==> config.mk <==
export PLATFORM = sky130hd
export DESIGN_NAME = btsh_ctrl
export DESIGN_NICKNAME = d
export VERILOG_FILES = /design/src/hdl/btsh_pkg.sv /design/src/hdl/btsh_ctrl.sv
export SDC_FILE = /design/constraint.sdc
export NUM_CORES = 1
export LEC_CHECK = 0
export BUFFER_PORTS_ARGS = -buffer_cell sky130_fd_sc_hd__buf_4
export CORE_ASPECT_RATIO = 1.25
export CORE_MARGIN = 5
export CORE_UTILIZATION = 44
export DETAILED_ROUTE_END_ITERATION = 8
export HOLD_SLACK_MARGIN = 0.06
export PLACE_DENSITY_LB_ADDON = 0.08
export REMOVE_ABC_BUFFERS = 1
export SLEW_MARGIN = 0
export SYNTH_ARGS = -nofsm -noshare
export SYNTH_HDL_FRONTEND = slang
export SYNTH_SLANG_ARGS = --single-unit
==> constraint.sdc <==
create_clock -name clk -period 3.3 [get_ports clk]
set_input_delay 0.33 -clock clk [delete_from_list [all_inputs] [get_ports clk]]
set_output_delay 0.33 -clock clk [all_outputs]
set_load 0.1 [all_outputs]
==> src/hdl/btsh_pkg.sv <==
`timescale 1ns / 1ps
// Shared types and constants for the bit-sliced ternary sponge hash unit.
// No dependencies; imported by the controller, the datapath and the top level.
package btsh_pkg;

	localparam int WORD_W      = 64;
	localparam int ELEM_W      = 2 * WORD_W;
	localparam int STATE_TRITS = 729;
	localparam int STEP_FWD    = 364;
	localparam int ROUNDS_DEF  = 81;
	localparam int RATE_DEF    = 243;

	localparam int ADDR_W = 10;
	localparam int CNT_W  = 10;
	localparam int POS_W  = 8;
	localparam int RND_W  = 8;

	// One round sweeps STATE_TRITS + 1 reads; the last write lands in the cycle
	// after the last read, so the in-round counter runs from 0 to PERM_LAST.
	localparam int PERM_LAST = STATE_TRITS + 1;

	localparam logic [1:0] CMD_ABSORB  = 2'd0;
	localparam logic [1:0] CMD_SQUEEZE = 2'd1;
	localparam logic [1:0] CMD_CLEAR   = 2'd2;

	typedef struct packed {
		logic              absorb_we;
		logic              sqz_rd;
		logic              clr_we;
		logic              perm_rd;
		logic              perm_first;
		logic              perm_wr;
		logic              flip;
		logic              load_out;
		logic [ADDR_W-1:0] addr;
	} dp_cmd_t;

endpackage

==> src/hdl/btsh_ctrl.sv <==
`timescale 1ns / 1ps
// Controller: state machine for clear, absorb/squeeze and the permutation rounds.
// Depends on btsh_pkg; drives btsh_dp through dp_cmd_t.
module btsh_ctrl import btsh_pkg::*; #(
	parameter int ROUNDS     = ROUNDS_DEF,
	parameter int RATE_TRITS = RATE_DEF
) (
	input  logic       clk,
	input  logic       arst_n,
	input  logic       in_valid,
	output logic       in_ready,
	input  logic [1:0] cmd,
	input  logic       last,
	output logic       out_valid,
	input  logic       out_ready,
	output dp_cmd_t    dp_ctl
);

	typedef enum logic [1:0] {S_CLEAR, S_IDLE, S_SQZ, S_PERM} state_t;

	state_t           state_q;
	logic [CNT_W-1:0] cnt_q;
	logic [RND_W-1:0] round_q;
	logic [POS_W-1:0] pos_q;
	logic             perm_pend_q;
	logic             out_valid_q;

	logic             accept;
	logic [POS_W:0]   pos_inc;
	logic             wrap;
	logic             out_free;

	assign in_ready  = (state_q == S_IDLE);
	assign accept    = in_valid & in_ready;
	assign pos_inc   = {1'b0, pos_q} + (POS_W+1)'(1);
	assign wrap      = last | (pos_inc >= (POS_W+1)'(RATE_TRITS));
	assign out_free  = ~out_valid_q | out_ready;
	assign out_valid = out_valid_q;

	always_comb begin
		dp_ctl = '0;
		case (state_q)
			S_CLEAR: begin
				dp_ctl.clr_we = 1'b1;
				dp_ctl.addr   = ADDR_W'(cnt_q);
			end
			S_IDLE: begin
				dp_ctl.addr      = ADDR_W'(pos_q);
				dp_ctl.absorb_we = accept & (cmd == CMD_ABSORB);
				dp_ctl.sqz_rd    = accept & (cmd == CMD_SQUEEZE);
			end
			S_SQZ: begin
				dp_ctl.load_out = out_free;
			end
			S_PERM: begin
				dp_ctl.perm_rd    = (cnt_q <= CNT_W'(STATE_TRITS));
				dp_ctl.perm_first = (cnt_q == '0);
				dp_ctl.perm_wr    = (cnt_q >= CNT_W'(2));
				dp_ctl.addr       = ADDR_W'(cnt_q - CNT_W'(2));
				dp_ctl.flip       = (cnt_q == CNT_W'(PERM_LAST));
			end
			default: begin
				dp_ctl = '0;
			end
		endcase
	end

	always_ff @(posedge clk or negedge arst_n) begin
		if (!arst_n) begin
			state_q     <= S_CLEAR;
			cnt_q       <= '0;
			round_q     <= '0;
			pos_q       <= '0;
			perm_pend_q <= 1'b0;
			out_valid_q <= 1'b0;
		end else begin
			if (dp_ctl.load_out) begin
				out_valid_q <= 1'b1;
			end else if (out_ready) begin
				out_valid_q <= 1'b0;
			end

			case (state_q)
				S_CLEAR: begin
					if (cnt_q == CNT_W'(STATE_TRITS - 1)) begin
						cnt_q   <= '0;
						state_q <= S_IDLE;
					end else begin
						cnt_q <= cnt_q + CNT_W'(1);
					end
				end
				S_IDLE: begin
					if (accept) begin
						case (cmd)
							CMD_ABSORB: begin
								pos_q <= wrap ? '0 : pos_inc[POS_W-1:0];
								if (wrap) begin
									cnt_q   <= '0;
									round_q <= '0;
									state_q <= S_PERM;
								end
							end
							CMD_SQUEEZE: begin
								pos_q       <= wrap ? '0 : pos_inc[POS_W-1:0];
								perm_pend_q <= wrap;
								state_q     <= S_SQZ;
							end
							CMD_CLEAR: begin
								pos_q   <= '0;
								cnt_q   <= '0;
								state_q <= S_CLEAR;
							end
							default: begin
							end
						endcase
					end
				end
				S_SQZ: begin
					if (out_free) begin
						cnt_q   <= '0;
						round_q <= '0;
						state_q <= perm_pend_q ? S_PERM : S_IDLE;
					end
				end
				S_PERM: begin
					if (cnt_q == CNT_W'(PERM_LAST)) begin
						cnt_q <= '0;
						if (round_q == RND_W'(ROUNDS - 1)) begin
							state_q <= S_IDLE;
						end else begin
							round_q <= round_q + RND_W'(1);
						end
					end else begin
						cnt_q <= cnt_q + CNT_W'(1);
					end
				end
				default: begin
					state_q <= S_IDLE;
				end
			endcase
		end
	end

endmodule

# Yosys cells after proc, flatten, opt, wreduce, memory -nomap -nowiden
# Cells that the tools add are included.
[totals] out_inout_bits=20 regBits=30 inputBits=7
[classes] reduce_logical=12 bitwise=6 mux=32 add_sub_neg=4 n_eq_ne=19 magnitude_cmp=3
[op_table] cell="8-bit 2-to-1 mux" n=7
[op_table] cell="10-bit 2-to-1 mux" n=5
[op_table] cell="10-bit case mux with 4 select lines" n=1
[op_table] cell="10-bit case mux with 3 select lines" n=1
[op_table] cell="8-bit case mux with 3 select lines" n=1
[op_table] cell="10-bit equality test, second input constant" n=2
[op_table] cell="10-bit case mux with 2 select lines" n=1
[op_table] cell="2-bit 2-to-1 mux" n=8
[op_table] cell="8-bit case mux with 2 select lines" n=1
[op_table] cell="7-bit AND reduction" n=2
[op_table] cell="10-bit by 1-bit adder with 10-bit output, second input constant" n=1
[op_table] cell="10-bit by 2-bit >= comparator with 1-bit output, second input constant" n=1
[op_table] cell="10-bit <= comparator, second input constant" n=1
[op_table] cell="10-bit zero test" n=1
[op_table] cell="2-bit != test, second input constant" n=5
[op_table] cell="10-bit by 2-bit subtractor with 10-bit output, second input constant" n=1
[op_table] cell="8-bit by 1-bit adder with 9-bit output, second input constant" n=1
[op_table] cell="9-bit by 8-bit >= comparator with 1-bit output, second input constant" n=1
[op_table] cell="8-bit by 1-bit adder with 8-bit output, second input constant" n=1
[op_table] cell="8-bit by 7-bit equality test with 1-bit output, second input constant" n=1
[op_table] cell="2-bit case mux with 4 select lines" n=1
[op_table] cell="2-bit equality test, second input constant" n=3
[op_table] cell="2-bit by 1-bit != test with 1-bit output, second input constant" n=3
[op_table] cell="2-bit case mux with 3 select lines" n=1
[op_table] cell="other kinds (15)" n=25

# Depth between registers and ports, before layout
[depth] depth_word=7 mapped_depth=10

# Worst setup path after synthesis
# No wires, ideal clock.
[synth_timing] path_type="reg2out" from="register state_q[0]" to="output dp_ctl[11] in the netlist's numbering" setup_slack_ns=-0.946 path_buffers=2 path_stages_with_launch=6 t_arrival_ns=3.916 path_cell_list="dfrtp_1 > ha_1 > clkbuf_1 > inv_1 > clkbuf_1 > nor4_1"
[synth_lines] item="start, declared" line_no="btsh_ctrl.sv:21" source="state_t state_q;"
[synth_lines] item="start signal, assigned" line_no="btsh_ctrl.sv:122" source="state_q <= perm_pend_q ? S_PERM : S_IDLE;"
[synth_lines] item="end, declared" line_no="btsh_ctrl.sv:16" source="output dp_cmd_t dp_ctl"

==> qor.csv <==
stage,metric,value,unit
status,status,"finished, final reports clean",
cells_and_area,Nets,358,
global_routing,GRT overflow,0,
synth,async set-reset flop share out of synthesis,1.00,
synth,sequential area share after synthesis,0.297,
timing,Fmax achieved,371,MHz
timing,Worst Tran Pin Value,0.625,ns
floorplanning,Die Width,77.7,µm
synth,Main synth FF type,dfrtp_1,
global_routing,met1 usage,0.264,
timing,Final min period,2.70,ns
detailed_routing,vias per inst,5.84,
floorplanning,Std-Cell Rows,30,
clocking,# H-tree levels,2,
pwr,Comb power frac,0.674,
worst_setup_path,critical path capture point type,output port,
clocking,TritonCTS clock tree,built,
detailed_routing,drt drc,0,
detailed_routing,first drt pass iteration count,4,
worst_setup_path,ordered cell list for the critical path,"inv_1, ha_1, inv_1, or3_1, xnor2_1, a222oi_1, nor2_1, buf_4",
worst_setup_path,Worst path top cell family by delay,buffers and inverters,
timing,Pins Over Slew Limit,0,
worst_setup_path,CP arrival,2.37,ns
place,DPL Wire Length,4.71,mm
detailed_routing,wire per inst,16.4,µm
pwr,Pwr Density,884,mW/mm²
timing,final hold viol count,0,
flow_run,maxcap violations,0,
worst_setup_path,max incr delay on CP,0.52,ns
synth,Yosys warnings,0,
cells_and_area,Final Cell Area,0.00284,mm²
synth,Mapped Area,0.00252,mm²
place,dpl cell area,0.00274,mm²
global_routing,initial antenna violation count,0,
detailed_routing,"antenna viol nets, final",0,
timing,Setup TNS,0,ns
worst_setup_path,"Slowest-stage cell, CP",dfrtp_1,
clocking,CTS Buf Count,5,
detailed_routing,first-iteration detailed-routing DRC count,129,
cells_and_area,Diodes inserted,0,
floorplanning,Starting Density,0.457,
synth,syn avg cell area,8.04,µm²
timing,crit share post-route,0.817,
global_routing,grt met2 use,0.304,
place,PortBufs,26,
pwr,net load switching power,0.00151,W
clocking,later-pin clock latency in the skew report,0.28,ns
synth,Netlist cell types,51,
floorplanning,Die Ht,94.7,µm
global_routing,met3 Usage GRT,0.0363,
pwr,total power,0.00251,W
place,GP Congestion,0.931,
pwr,Reg power frac,0.200,
clocking,post-CTS setup buffer count,0,
floorplanning,total I/O pin count,27,
cells_and_area,final non-filler cell total,396,
global_routing,vias in the first global route,2253,
timing,worst rel slew slack,0.584,
cells_and_area,fill count,549,
synth,Post-Syn Instances,314,
cells_and_area,Layout Area Growth over Synthesis,12.5,%
worst_setup_path,CP Class,reg -> out,
clocking,"CTS clk-pin slew, worst paths",0.07,ns
detailed_routing,Post-Route WL,6.48,mm
global_routing,largest net degree at the start of global routing,31,
pwr,Lkg Pwr,1.29,nW
pwr,Int Pwr,0.00101,W
timing,final setup vio count,0,
clocking,Sink Count,30,
timing,Worst Clk Skew,0.00782,ns
cells_and_area,Finished Core Util,0.515,
global_routing,most used routing layer,met2,
synth,"EDFF count, synth",0,
clocking,clk buf depth,2,
global_routing,gr usage total,0.193,
worst_setup_path,CP Buf/Inv Count,3,
synth,#FFs+latches synth,30,
timing,RSZ-0062 raised after global routing,false,
pwr,Clock power frac,0.126,
worst_setup_path,Worst Path Required,2.97,ns
pwr,VDD IR max,425,µV
cells_and_area,fraction of layout cells with a size suffix above 1,0.148,
floorplanning,die footprint,0.00736,mm²
worst_setup_path,CP startpoint kind,flop,
global_routing,global-route wire length before repair,11.6,mm
worst_setup_path,most frequent CP cell,inv_1,
hold_path,Hold Crit Class,in -> reg,
worst_setup_path,Crit Path Max Fanout,9,
floorplanning,core area,0.00552,mm²
pwr,Sw Share,0.600,
clocking,clk root buf,clkbuf_8,
place,placed insts,387,
detailed_routing,detailed-route via count,2312,
==> logic make-up (layout without fill, tap and decap cells) <==
kind of cell / count (synthesis) / after routing / share of synthesized area
xor+xnor: 5 / 5 / 0.0248
buf+inv: 42 / 60 / 0.0704
simple gates: 124 / 124 / 0.256
fa+ha+maj: 20 / 20 / 0.0992
flops: 30 / 30 / 0.297
compound gates: 90 / 90 / 0.239
mux: 3 / 3 / 0.0124
==> power groups by stage <==
stage / logic (W) / registers, W / clock network [W]
after floorplan: 0.00127 / 0.000532 / 0
final: 0.00169 / 0.000501 / 0.000316
after global routing: 0.00183 / 0.000515 / 0.000347
after global placement: 0.00169 / 0.000504 / 0
after detailed placement: 0.00169 / 0.000507 / 0
after CTS: 0.00170 / 0.000500 / 0.000323
==> synthesized netlist by cell type, types with 4 or more instances <==
cell | n | area [µm²]
a21oi_1 | 18 | 90.1
and3_1 | 8 | 50.1
buf_2 | 7 | 35.0
clkbuf_1 | 14 | 52.6
dfrtp_1 | 30 | 751
ha_1 | 20 | 250
inv_1 | 19 | 71.3
nand2_1 | 30 | 113
nand2b_1 | 6 | 37.5
nand3_1 | 18 | 90.1
nand3b_1 | 5 | 37.5
nor2_1 | 20 | 75.1
nor2b_1 | 4 | 25.0
nor3_1 | 7 | 35.0
nor4_1 | 4 | 25.0
o211ai_1 | 7 | 52.6
o21ai_0 | 26 | 130
o21ai_1 | 5 | 25.0
o31ai_1 | 13 | 97.6
or3_1 | 8 | 50.1
==> stage by stage <==
| stage | setup WS (ns) | hold WS (ns) |
|---|---|---|
| detailed placement | 0.773 | 0.306 |
| CTS | 0.605 | 0.456 |
| global route | 0.291 | 0.485 |
| floorplan | -1.17 | 0.0344 |
| finish | 0.605 | 0.459 |
| global placement | 0.752 | 0.305 |
==> worst paths after layout <==
path	startpoint	end	slack [ns]	depth (start not counted)
max	cnt_q[1]$_DFFE_PN0P_	dp_ctl[5]	0.60	8
min	in_valid	perm_pend_q$_DFFE_PN0P_	0.46	3
max reg2reg	pos_q[0]$_DFFE_PN0P_	round_q[4]$_DFFE_PN0P_	0.75	8
min reg2reg	perm_pend_q$_DFFE_PN0P_	perm_pend_q$_DFFE_PN0P_	0.54	2
max in group asynchronous	arst_n	cnt_q[9]$_DFFE_PN0P_	2.48	2
min in group asynchronous	arst_n	perm_pend_q$_DFFE_PN0P_	0.52	2
==> registers in the layout (all words and copies together) (netlist names) <==
register / flops
round_q: 8
cnt_q: 10
perm_pend_q: 1
state_q: 2
pos_q: 8
out_valid: 1
==> worst reg2reg max path: stages, from the launching register on <==
cell      delay [ns]
dfrtp_1         0.48
ha_1            0.36
xor2_1          0.18
nor3_1          0.09
a221oi_4        0.38
a211oi_2        0.12
buf_4           0.17
or2_1           0.34
a211o_1         0.32
==> final cells by class <==
class / instances / area (µm²) / share of cell area
clock inverters: 1 / 5.00 / 0.00176
well taps: 64 / 80.1 / 0.0282
inverters: 19 / 71.3 / 0.0251
multi-input cells: 242 / 1600 / 0.562
clock buffers: 7 / 86.3 / 0.0304
repair buffers: 33 / 250 / 0.0881
flip-flops and latches: 30 / 751 / 0.264
==> metal layers <==
layer | wire length (µm) | share of wire | vias up
li1 | - | - | 1158
met1 | 2990 | 0.46 | 1089
met2 | 3090 | 0.48 | 54
met3 | 281 | 0.043 | 11
met4 | 121 | 0.019 | 0
met5 | 0 | 0 | -
==> placed cells by master, fill, tap and decap left out, types with 2 or more instances in the layout <==
master | netlist | final
a211o_1 | 2 | 2
a21oi_1 | 18 | 18
a222oi_1 | 2 | 2
a31oi_1 | 2 | 2
a41oi_1 | 2 | 2
and2_1 | 2 | 2
and3_1 | 8 | 8
and4_1 | 2 | 2
buf_4 | 1 | 32
clkbuf_8 | 0 | 6
dfrtp_1 | 30 | 30
ha_1 | 20 | 20
inv_1 | 19 | 19
mux2i_1 | 2 | 2
nand2_1 | 30 | 30
nand2b_1 | 6 | 6
nand3_1 | 18 | 18
nand3b_1 | 5 | 5
nand4_1 | 3 | 3
nor2_1 | 20 | 20
nor2b_1 | 4 | 4
nor3_1 | 7 | 7
nor4_1 | 4 | 4
o211ai_1 | 7 | 7
o21ai_0 | 26 | 26
o21ai_1 | 5 | 5
o2bb2ai_1 | 2 | 2
o31ai_1 | 13 | 13
or2_1 | 3 | 3
or3_1 | 8 | 8
xor2_1 | 3 | 3
==> timing repair <==
action                    CTS  global route
resized for setup           0             0
hold buffers                1             0
hold endpoints to repair   30             0
Note: power is estimated with default switching activity, not from simulation.
